<file path="config.mk">
export PLATFORM = sky130hd
export DESIGN_NAME = hex_memory_reply_parser_core
export DESIGN_NICKNAME = d
export VERILOG_FILES = /design/src/hdl/hmrp_pkg.sv /design/src/hdl/hex_memory_reply_parser_core.sv
export VERILOG_INCLUDE_DIRS = /design/src /design/src/hdl
export SDC_FILE = /design/constraint.sdc
export NUM_CORES = 1
export LEC_CHECK = 0
export BUFFER_PORTS_ARGS = -buffer_cell sky130_fd_sc_hd__buf_2
export CAP_MARGIN = 20
export CORE_ASPECT_RATIO = 1.5
export CORE_MARGIN = 2
export CORE_UTILIZATION = 35
export DETAILED_ROUTE_END_ITERATION = 8
export PLACE_DENSITY_LB_ADDON = 0.15
export SLEW_MARGIN = 20
export SYNTH_ARGS = -nofsm -noshare
export SYNTH_HDL_FRONTEND = slang
export SYNTH_SLANG_ARGS = --single-unit
export TNS_END_PERCENT = 50
</file>
<file path="constraint.sdc">
create_clock -name clk -period 15.6 [get_ports clk]
set_input_delay 1.56 -clock clk [delete_from_list [all_inputs] [get_ports clk]]
set_output_delay 1.56 -clock clk [all_outputs]
set_load 0.05 [all_outputs]
</file>
<file path="src/hdl/assert_macros.svh">
// Assertion macros shared by the RTL of the reply parser.
// Needs clk and rst_n in the scope of the module that uses them.
`ifndef ASSERT_MACROS_SVH
`define ASSERT_MACROS_SVH
`ifndef SYNTH
`define ASSERT_IMPLIES(label, cond, expr, msg) \
    label: assert property (@(posedge clk) disable iff (!rst_n) (cond) |-> (expr)) \
        else $error(msg);
`define ASSERT_NEXT(label, cond, expr, msg) \
    label: assert property (@(posedge clk) disable iff (!rst_n) (cond) |=> (expr)) \
        else $error(msg);
`else
`define ASSERT_IMPLIES(label, cond, expr, msg)
`define ASSERT_NEXT(label, cond, expr, msg)
`endif
`endif

</file>
<file path="src/hdl/hmrp_pkg.sv">
// Constants, codes and character helpers for the hex memory reply parser.
// No dependencies; imported by hex_memory_reply_parser_core and tb_top.
`timescale 1ns / 1ps

package hmrp_pkg;

    localparam int MAX_WORDS    = 8;
    localparam int STORE_BYTES  = 2 * MAX_WORDS;
    localparam int WORD_AW      = (MAX_WORDS > 1) ? $clog2(MAX_WORDS) : 1;
    localparam int POS_W        = 6;
    localparam int POS_MAX      = 63;
    localparam int BASE_ADDR    = 2048;
    localparam int LEN_FIXED    = 10;
    localparam int LEN_PER_WORD = 6;
    localparam int DATA_START   = 8;
    localparam int RECIP_THIRD  = 43;
    localparam int RECIP_SHIFT  = 7;
    localparam int CFG_IDX_W    = 2;

    localparam logic [7:0] CHAR_HASH  = 8'h23;
    localparam logic [7:0] CHAR_SPACE = 8'h20;
    localparam logic [7:0] CHAR_NUL   = 8'h00;
    localparam logic [7:0] CHAR_TWO   = 8'h32;
    localparam logic [7:0] CHAR_ZERO  = 8'h30;

    localparam logic [CFG_IDX_W-1:0] CFG_MAP_ADDRESS = 2'd0;
    localparam logic [CFG_IDX_W-1:0] CFG_WORD_COUNT  = 2'd1;

    typedef enum logic [1:0] {
        STATUS_OK         = 2'd0,
        STATUS_LENGTH_ERR = 2'd1,
        STATUS_ADDR_ERR   = 2'd2,
        STATUS_HEX_ERR    = 2'd3
    } status_t;

    // lowercase hex character of a nibble
    function automatic logic [7:0] hex_char(input logic [3:0] nib);
        logic [7:0] c;
        if (nib < 4'd10)
        begin
            c = CHAR_ZERO + {4'b0, nib};
        end
        else
        begin
            c = 8'h57 + {4'b0, nib};
        end
        return c;
    endfunction

    // {valid, value} of a hex character, either case
    function automatic logic [4:0] hex_decode(input logic [7:0] c);
        logic [4:0] r;
        r = 5'b0;
        if (c inside {[8'h30:8'h39]})
        begin
            r = {1'b1, c[3:0]};
        end
        else if (c inside {[8'h61:8'h66], [8'h41:8'h46]})
        begin
            r = {1'b1, c[3:0] + 4'd9};
        end
        return r;
    endfunction

endpackage

</file>
<file path="src/hdl/hex_memory_reply_parser_core.sv">
// Top level of the hex memory reply parser: byte capture, checks and result issue.
// Depends on hmrp_pkg and assert_macros.svh.
`timescale 1ns / 1ps
`include "assert_macros.svh"

// Usage:
// Input channel (in_valid/in_stall) carries one reply character per
// transaction, with end_of_message on the final character. Each character
// is captured in the cycle it is accepted; one character per cycle is taken
// while no results are pending.
// When the final character is accepted, the checks are made in that same
// cycle and a result burst starts: one result for an error, or word_count
// results on success. gen_active_reg is set at the accepting edge and the
// first result is then loaded into the output register; after that, one
// result per cycle comes from the word-issue counter while out_stall is low.
// in_stall is high while the burst (1 to MAX_WORDS results) is being issued.
// A stall on out_stall holds a valid output register and the burst counter.
// Configuration (cfg_valid/cfg_ready, cfg_index, cfg_data) is always ready;
// index 0 writes map_address, index 1 writes word_count, others are dropped.
// Reset clears capture state, the burst and the output valid; map_address
// resets to 0 and word_count to MAX_WORDS.
module hex_memory_reply_parser_core
(
    input  logic                           clk,
    input  logic                           rst_n,
    input  logic                           in_valid,
    output logic                           in_stall,
    input  logic [7:0]                     rx_byte,
    input  logic                           end_of_message,
    output logic                           out_valid,
    input  logic                           out_stall,
    output logic signed [15:0]             word_value,
    output logic [2:0]                     word_index,
    output logic [1:0]                     status,
    output logic                           last_result,
    input  logic                           cfg_valid,
    output logic                           cfg_ready,
    input  logic [hmrp_pkg::CFG_IDX_W-1:0] cfg_index,
    input  logic [7:0]                     cfg_data
);
    import hmrp_pkg::*;

    logic [7:0]         map_address_reg;
    logic [3:0]         word_count_reg;
    logic [POS_W-1:0]   pos_reg;
    logic [POS_W-1:0]   pos_next;
    logic               addr_match_reg;
    logic               addr_match_next;
    logic               hex_fault_reg;
    logic               hex_fault_next;
    logic               text_ended_reg;
    logic               text_ended_next;
    logic [15:0]        byte_store_reg [MAX_WORDS];

    logic               gen_active_reg;
    logic [WORD_AW-1:0] gen_idx_reg;
    logic [WORD_AW-1:0] gen_last_reg;
    status_t            gen_status_reg;

    logic               out_valid_reg;
    logic signed [15:0] word_value_reg;
    logic [2:0]         word_index_reg;
    status_t            status_reg;
    logic               last_reg;

    logic               in_accept;
    logic               eom_accept;
    logic               cap_en;
    logic [7:0]         cap_char;
    logic [POS_W-1:0]   cap_pos;
    logic [15:0]        addr_word;
    logic [7:0]         exp_char;
    logic [POS_W-1:0]   q;
    logic [11:0]        q_prod;
    logic [4:0]         slot;
    logic [6:0]         three_slot;
    logic [1:0]         digit;
    logic [4:0]         hex_dec;
    logic [3:0]         nib_we;
    logic [15:0]        nib_wdata;
    logic [WORD_AW-1:0] word_waddr;
    logic [6:0]         exp_len;
    logic               len_ok;
    status_t            msg_status;
    logic               out_load;
    logic               gen_at_last;

    assign in_accept  = in_valid && !gen_active_reg;
    assign eom_accept = in_accept && end_of_message;
    assign in_stall   = gen_active_reg;
    assign cfg_ready  = 1'b1;

    assign addr_word  = 16'(BASE_ADDR) + {7'b0, map_address_reg, 1'b0};
    assign q          = cap_pos - POS_W'(DATA_START);
    assign q_prod     = 12'(q) * 12'(RECIP_THIRD);
    assign slot       = 5'(q_prod >> RECIP_SHIFT);
    assign three_slot = 7'(slot) * 7'd3;
    assign digit      = 2'(7'(q) - three_slot);
    assign hex_dec    = hex_decode(cap_char);
    assign word_waddr = slot[WORD_AW:1];

    always_comb
    begin
        case (cap_pos)
            6'd1:    exp_char = CHAR_TWO;
            6'd2:    exp_char = CHAR_ZERO;
            6'd3:    exp_char = hex_char(addr_word[15:12]);
            6'd4:    exp_char = hex_char(addr_word[11:8]);
            6'd5:    exp_char = hex_char(addr_word[7:4]);
            6'd6:    exp_char = hex_char(addr_word[3:0]);
            default: exp_char = CHAR_NUL;
        endcase
    end

    always_comb
    begin
        pos_next        = pos_reg;
        addr_match_next = addr_match_reg;
        hex_fault_next  = hex_fault_reg;
        text_ended_next = text_ended_reg;
        cap_en          = 1'b0;
        cap_char        = rx_byte;
        cap_pos         = pos_reg;
        nib_we          = 4'b0;
        nib_wdata       = {4{hex_dec[3:0]}};

        if (in_accept && !text_ended_reg)
        begin
            if (rx_byte == CHAR_HASH)
            begin
                cap_pos         = '0;
                addr_match_next = 1'b1;
                hex_fault_next  = 1'b0;
                cap_en          = 1'b1;
            end
            else if (rx_byte == CHAR_NUL)
            begin
                if (pos_reg == '0)
                begin
                    cap_char = CHAR_SPACE;
                    cap_en   = 1'b1;
                end
                else
                begin
                    text_ended_next = 1'b1;
                end
            end
            else
            begin
                cap_en = 1'b1;
            end
        end

        if (cap_en && cap_pos < POS_W'(POS_MAX))
        begin
            if (cap_pos inside {[6'd1:6'd6]} && cap_char != exp_char)
            begin
                addr_match_next = 1'b0;
            end
            if (cap_pos >= POS_W'(DATA_START) && slot < 5'(STORE_BYTES) && digit < 2'd2)
            begin
                if (!hex_dec[4])
                begin
                    if (slot < {word_count_reg, 1'b0})
                    begin
                        hex_fault_next = 1'b1;
                    end
                end
                else if (digit == 2'd0)
                begin
                    nib_we[{slot[0], 1'b1}] = 1'b1;
                    nib_we[{slot[0], 1'b0}] = 1'b1;
                    nib_wdata               = {2{hex_dec[3:0], 4'h0}};
                end
                else
                begin
                    nib_we[{slot[0], 1'b0}] = 1'b1;
                end
            end
            pos_next = cap_pos + POS_W'(1);
        end

        exp_len = 7'(LEN_FIXED) + 7'(word_count_reg) * 7'(LEN_PER_WORD);
        len_ok  = (word_count_reg != 4'd0) && (word_count_reg <= 4'(MAX_WORDS))
                  && ({1'b0, pos_next} == exp_len);
        if (!len_ok)
        begin
            msg_status = STATUS_LENGTH_ERR;
        end
        else if (!addr_match_next)
        begin
            msg_status = STATUS_ADDR_ERR;
        end
        else if (hex_fault_next)
        begin
            msg_status = STATUS_HEX_ERR;
        end
        else
        begin
            msg_status = STATUS_OK;
        end

        if (eom_accept)
        begin
            pos_next        = '0;
            addr_match_next = 1'b1;
            hex_fault_next  = 1'b0;
            text_ended_next = 1'b0;
        end
    end

    always_ff @(posedge clk)
    begin
        for (int n = 0; n < 4; n++)
        begin
            if (nib_we[n])
            begin
                byte_store_reg[word_waddr][4*n +: 4] <= nib_wdata[4*n +: 4];
            end
        end
    end

    assign out_load    = gen_active_reg && (!out_valid_reg || !out_stall);
    assign gen_at_last = (gen_idx_reg == gen_last_reg);

    always_ff @(posedge clk or negedge rst_n)
    begin
        if (!rst_n)
        begin
            map_address_reg <= 8'd0;
            word_count_reg  <= 4'(MAX_WORDS);
            pos_reg         <= '0;
            addr_match_reg  <= 1'b1;
            hex_fault_reg   <= 1'b0;
            text_ended_reg  <= 1'b0;
            gen_active_reg  <= 1'b0;
            gen_idx_reg     <= '0;
            gen_last_reg    <= '0;
            gen_status_reg  <= STATUS_OK;
            out_valid_reg   <= 1'b0;
        end
        else
        begin
            if (cfg_valid && cfg_index == CFG_MAP_ADDRESS)
            begin
                map_address_reg <= cfg_data;
            end
            if (cfg_valid && cfg_index == CFG_WORD_COUNT)
            begin
                word_count_reg <= cfg_data[3:0];
            end

            pos_reg        <= pos_next;
            addr_match_reg <= addr_match_next;
            hex_fault_reg  <= hex_fault_next;
            text_ended_reg <= text_ended_next;

            if (eom_accept)
            begin
                gen_active_reg <= 1'b1;
                gen_idx_reg    <= '0;
                gen_status_reg <= msg_status;
                if (msg_status == STATUS_OK)
                begin
                    gen_last_reg <= WORD_AW'(word_count_reg - 4'd1);
                end
                else
                begin
                    gen_last_reg <= '0;
                end
            end
            else if (out_load)
            begin
                gen_idx_reg <= gen_idx_reg + WORD_AW'(1);
                if (gen_at_last)
                begin
                    gen_active_reg <= 1'b0;
                end
            end

            if (out_load)
            begin
                out_valid_reg <= 1'b1;
            end
            else if (!out_stall)
            begin
                out_valid_reg <= 1'b0;
            end
        end
    end

    always_ff @(posedge clk)
    begin
        if (out_load)
        begin
            status_reg <= gen_status_reg;
            last_reg   <= gen_at_last;
            if (gen_status_reg == STATUS_OK)
            begin
                word_value_reg <= byte_store_reg[gen_idx_reg];
                word_index_reg <= 3'(gen_idx_reg);
            end
            else
            begin
                word_value_reg <= '0;
                word_index_reg <= '0;
            end
        end
    end

    assign out_valid   = out_valid_reg;
    assign word_value  = word_value_reg;
    assign word_index  = word_index_reg;
    assign status      = status_reg;
    assign last_result = last_reg;

    `ASSERT_NEXT(a_eom_starts_burst, eom_accept, gen_active_reg, "burst not started after end of message")
    `ASSERT_IMPLIES(a_idx_in_burst, gen_active_reg, gen_idx_reg <= gen_last_reg, "burst index past last")
    `ASSERT_IMPLIES(a_error_is_last, out_valid_reg && status_reg != STATUS_OK, last_reg, "error result not last")
    `ASSERT_IMPLIES(a_error_zero, out_valid_reg && status_reg != STATUS_OK, word_value_reg == 16'sd0, "error result carries data")

endmodule

</file>
[After elaboration in Yosys (flattened, before gate mapping)]
Memory sizes are Yosys's and may differ from the RTL's. A register that Yosys moved wholly into a read port is not among the register bits.
Cells that the tools add are included.
Storage, ports and cells
  register bits: 37
  memory bits (writable): 128
  memories: 1
Memories
  byte_store_reg: depth 8, width 16, rd ports 1, clocked after Yosys merged registers in 1, write ports 1, RTL line hex_memory_reply_parser_core.sv:53  | logic [15:0] byte_store_reg [MAX_WORDS];
Cells by class
  add/subtract/negate cells: 16
  multiply operators: 3
  $lt $le $gt $ge: 22
  equality and inequality tests: 14
  multiplexer cells: 67
  bitwise logic cells: 1
  reductions and logical operators: 38
Operators with widths (number)
  $mux 8: 8
  $mux 12: 4
  $pmux 8 s6: 1
  $mux 1: 36
  $add 7x4->8 const A: 3
  $mux 6: 4
  $add 6x4->7 const A: 3
  $eq 6x3->1 const B: 3
  $logic_and 1x1->1: 18
  $ge 8x7->1 const B: 2
  $le 8x7->1 const B: 2
  $mux 4: 4
  $add 12x9->13 const A: 1
  $eq 6x2->1 const B: 2
  $lt 4x4->1 const B: 3
  $mul 6x6->12 const B: 1
  $mux 5: 2
  $reduce_bool 2->1: 5
  $mux 3: 3
  $add 7x1->8 const A: 1
  $eq 8x6->1 const B: 1
  $ge 8x6->1 const B: 1
  $le 8x6->1 const B: 1
  $logic_not 2->1: 4
  other kinds (38): 48

[Depth between registers and ports, before layout]
  depth in word-level cells: 18
  gate-level depth with buffers: 24
  mapped depth without buffers: 22

[Least setup slack after synthesis]
No wires, ideal clock.
  path kind: in2reg
  start point: in rx_byte[2]
  end point: mem byte_store_reg[4][4], enable pin
  library setup time: 330 ps
  data arrival time: 6367 ps
  data required time: 15270 ps
  setup slack: 8904 ps
  stages on the path: 23
  path buffers: 2
  cell sequence: clkdlybuf4s15_1 > and4b_1 > nand3_1 > clkbuf_8 > nand2_1 > inv_1 > ha_1 > inv_1 > ha_1 > ha_1 > inv_1 > fa_1 > inv_1 > ha_1 > or3_1 > o22ai_1 > xnor2_1 > ha_1 > xor2_1 > xnor2_1 > nand4b_1 > or2_2 > nor2_1
On the way
  longest elaborated chain between the ends: 16
  elaborated cells on any way between the ends: 47
RTL lines
  from (decl): RTL line hex_memory_reply_parser_core.sv:28  | input logic [7:0] rx_byte,
  branches (longest 16 deep; another with $mul 6x6->12)
  to (decl): RTL line hex_memory_reply_parser_core.sv:53
Several ways; the timed one is not identified.

[Final worst setup path]
  start point: in in_valid
  end point: mem byte_store_reg[7][8], data pin
On the way
  longest elaborated chain between the ends: 12
  elaborated cells on any way between the ends: 34
RTL lines
  from (decl): RTL line hex_memory_reply_parser_core.sv:26  | input logic in_valid,
  $logic_and 1x1->1 *: RTL line hex_memory_reply_parser_core.sv:88  | assign in_accept = in_valid && !gen_active_reg;
  $logic_and 1x1->1 *: RTL line hex_memory_reply_parser_core.sv:127  | if (in_accept && !text_ended_reg)
  $mux 6 / $mux 8 (equally long branches): RTL line hex_memory_reply_parser_core.sv:127
  $sub 6x4->6 (tied with other cells): RTL line hex_memory_reply_parser_core.sv:94  | assign q = cap_pos - POS_W'(DATA_START);
  $mul 6x6->12 / $logic_and 1x1->1 (equally long branches): RTL line hex_memory_reply_parser_core.sv:95, hmrp_pkg.sv:58
  $mul 5x2->2 / $reduce_bool 2->1 (equally long branches): RTL line hex_memory_reply_parser_core.sv:97, hmrp_pkg.sv:58
  $sub 2x2->2 / $mux 5 (equally long branches): RTL line hex_memory_reply_parser_core.sv:98, hmrp_pkg.sv:58
  $logic_not 2->1 / $mux 5 (equally long branches): RTL line hex_memory_reply_parser_core.sv:169, hmrp_pkg.sv:54
  $mux 12: RTL line hex_memory_reply_parser_core.sv:169  | else if (digit == 2'd0)
  $mux 12: RTL line hex_memory_reply_parser_core.sv:162  | if (!hex_dec[4])
  $mux 12: RTL line hex_memory_reply_parser_core.sv:160  | if (cap_pos >= POS_W'(DATA_START) && slot < 5'(STORE_BYTES) && digit < 2'd2)
  $mux 12 *: RTL line hex_memory_reply_parser_core.sv:154  | if (cap_en && cap_pos < POS_W'(POS_MAX))
Every way passes the cells marked *; elsewhere a longest branch is shown, timed or not.

==> results by group <==
Timing
  • RSZ-0062 raised after global routing: no
  • Fmax: 134 MHz
  • Setup_tns: 0 ns
  • Hold slack: 0.500 ns
  • Clk_skew: 0.00843 ns
  • Final setup viols: 0
  • Hold Fails Final Rpt: 0
  • Worst-Margin Slew: 0.942 ns
  • Final WS setup: 8.12 ns
  • Worst relative slew slack: 0.364
  • Fin crit period: 7.48 ns
  • Final worst path period share: 0.480
  • Slew Viols, Final: 0

Worst setup path
  • Max FO, Critical Path: 16
  • Crit path kind: in -> reg
  • Worst Setup Start Kind: input port
  • FF-to-FF End: byte_store_reg[7][8]$_DFFE_PP_
  • Worst EP required: 15.69 ns
  • Reg2Reg Depth: 19
  • Reg2Reg Setup Slack: 8.80 ns
  • Crit Reg-Reg Startpoint: in_stall$_DFFE_PN0P_
  • Crit end category: flip-flop
  • CP arrival: 7.58 ns

Placed design
  • Hpwl dp: 15600 µm
  • PortBufs: 47
  • Setup WS pre-CTS: 7.72 ns
  • GP Congestion: 0.850

CTS
  • Clock transition at path regs: 0.06 ns
  • CTS Root Cell: clkbuf_16
  • Deepest clock path buffer count: 2
  • Post-CTS Setup Inserts: 0
  • Total CTS buffers: 17
  • Sinks on Clock Net: 181
  • Clock Latency Late Sink: 0.43 ns
  • Post_cts resized: 0
  • CTS tree: built
  • Post-CTS Hold Buffers: 0
  • # H-tree levels: 4

Synth
  • Cell area after synthesis: 0.00938 mm²
  • Synthesized area per cell: 13.5 µm²
  • Asr flop ratio synth: 0.171
  • EDFF count, synth: 150
  • Synth top area share: 0.480
  • Largest area contributor in the netlist: edfxtp_1
  • Yosys reg bits: 181
  • Ys flop type: edfxtp_1
  • Seq/Total Area, Yosys: 0.563
  • Synthesized instance count: 695
  • Distinct cells, synth: 81
  • Top area cells in the synthesized netlist: edfxtp_1 48%, dfrtp_1 7.7%, mux4_2 7.7%
  • Yosys warns: 0
  • Syn Nets: 770

Outcome
  • Run status: completed

Drt
  • Detail Route Antenna Nets: 0
  • DR vias/cell: 5.29
  • Wirelength per Cell: 19.6 µm
  • Initial drt markers: 394
  • # DRC: 0
  • Final WL: 21300 µm
  • Vias: 5752
  • Pre-Repair DR Iteration Count: 7

Final layout
  • Area growth syn-to-layout: 11.4%
  • Fin nets: 813
  • Antenna cells: 0
  • Share of cells above drive strength 1: 0.201
  • Number of flip-flops in the largest register: 128
  • Final core utilization: 0.396

Floorplanning
  • Die height: 204 µm
  • Rows: 73
  • Initial Util: 0.355
  • Die ar.: 0.0281 mm²
  • Ports: 49
  • Die X: 138 µm
  • Core area: 0.0264 mm²

Power
  • P per Cell Area: 205 mW/mm²
  • Static Leakage: 3.89 nW
  • Maximum vdd drop: 0.000160 V

GRT
  • Total grt overflow: 0
  • Vias in the first global route: 6022
  • First-pass GRT wire length: 33200 µm
  • Antenna violations before repair: 0
  • Largest net degree at the start of global routing: 36
  • GRT Total Usage: 0.159

Worst hold path
  • WHS Path Cells: 2
  • Hold WC Path Type: reg -> reg
  • Hold Path End: gen_last_reg[2]$_DFFE_PN0P_
  • Hold Crit Start: gen_last_reg[2]$_DFFE_PN0P_

Flow run
  • Max-cap viol count: 0
## report_power, final
part	internal (W)	leakage [nW]	total (W)	switching, W
combinational	0.000414	1.83	0.00112	0.000711
sequential	0.000567	1.79	0.000600	0.0000339
clock	0.000235	0.277	0.000413	0.000177
## per-stage QoR
| stage | total power (W) | cell area [µm²] | instances |
|---|---|---|---|
| after detailed placement | 0.00174 | 9880 | 1056 |
| after CTS | 0.00215 | 10400 | 1088 |
| after floorplan | 0.00145 | 9380 | 695 |
| final | 0.00214 | 10400 | 1088 |
| after global routing | 0.00228 | 10400 | 1088 |
| after global placement | 0.00171 | 9880 | 1056 |
## synth_stat cells, types with 3 or more instances
| cell type | n |
|---|---|
| a211oi_1 | 5 |
| a21o_1 | 4 |
| a21oi_1 | 14 |
| a31oi_1 | 4 |
| and2_1 | 9 |
| and4_1 | 3 |
| and4b_1 | 3 |
| buf_1 | 6 |
| clkbuf_1 | 13 |
| clkbuf_8 | 4 |
| dfrtp_1 | 29 |
| edfxtp_1 | 150 |
| fa_1 | 5 |
| ha_1 | 46 |
| inv_1 | 27 |
| mux2_2 | 9 |
| mux2i_1 | 23 |
| mux4_2 | 32 |
| nand2_1 | 45 |
| nand2b_1 | 7 |
| nand3_1 | 8 |
| nand3b_1 | 3 |
| nand4_1 | 6 |
| nand4b_1 | 6 |
| nor2_1 | 79 |
| nor2b_1 | 7 |
| nor3_1 | 10 |
| nor3b_1 | 3 |
| o211ai_1 | 3 |
| o21a_1 | 4 |
| o21ai_0 | 25 |
| o2bb2ai_1 | 5 |
| o31ai_1 | 5 |
| or2_2 | 8 |
| xnor2_1 | 17 |
| xor2_1 | 9 |
## cells in the final DEF, fill, tap and decap left out, drive strengths merged, types with 4 or more instances in the layout
master and instances:
clkinv 7, nand4b 6, nor2 79, o31ai 5, fa 5, nor3 10, o21ai 25, o2bb2ai 5
nand4 6, a211oi 6, mux4 32, a21oi 14, mux2 9, mux2i 23, dfrtp 29, ha 46
and2 9, edfxtp 150, nand3 9, xnor2 17, nand2b 7, buf 54, and4 4, clkbuf 19
xor2 9, nand2 45, nor2b 7, a21o 4, or2 8, o21a 4, a31oi 4, inv 30
## worst max-delay path by stage
stage                           from                              to  slack (ns)  depth (start not counted)
after floorplan           rx_byte[2]  byte_store_reg[4][4]$_DFFE_PP_        8.90                         23
after global placement      in_valid  byte_store_reg[1][4]$_DFFE_PP_        8.00                         20
after detailed placement    in_valid  byte_store_reg[4][0]$_DFFE_PP_        7.72                         20
after CTS                   in_valid  byte_store_reg[7][8]$_DFFE_PP_        8.13                         20
after global routing      rx_byte[4]  byte_store_reg[7][8]$_DFFE_PP_        7.60                         20
final                       in_valid  byte_store_reg[7][8]$_DFFE_PP_        8.12                         20
## area by class of cell
class / instances / area [µm²]
Clock buffer: 19 / 433
Clock inverter: 13 / 131
Fill cell: 2482 / 16000
Inverter: 27 / 101
Multi-Input combinational cell: 457 / 3780
Sequential cell: 181 / 5280
Tap cell: 337 / 422
Timing Repair Buffer: 54 / 288
## worst max-delay path: stages
cell and delay (ns):
buf_2 0.09, nor3b_1 0.54, nand3_1 0.57, nand2_1 0.26
inv_1 0.13, ha_1 0.33, inv_1 0.09, ha_1 0.31
ha_1 0.29, inv_1 0.05, fa_1 0.53, inv_1 0.04
ha_1 0.26, o21a_1 0.15, o221ai_1 0.26, o311ai_0 0.89
nor2_1 0.24, nand2_1 0.18, a21oi_1 0.07, nor2b_1 0.73
## cell families after synthesis
kind of cell	count (synthesis)	share of synthesized area
fa+ha+maj	51	0.0721
compound gates	98	0.0738
simple gates	216	0.118
mux	64	0.112
other cells	1	0.000400
xor+xnor	27	0.0267
buf+inv	57	0.0331
flops	181	0.563
## routing by layer
metal,global-route usage,up-vias,part of all wire,wire (µm)
met3,0.0255,23,0.023,479
li1,-,2703,-,-
met5,0,-,0,0
met4,0.0501,0,0.014,301
met1,0.164,2924,0.37,7910
met2,0.315,102,0.59,12600
Power figures use the tool's default switching activity.
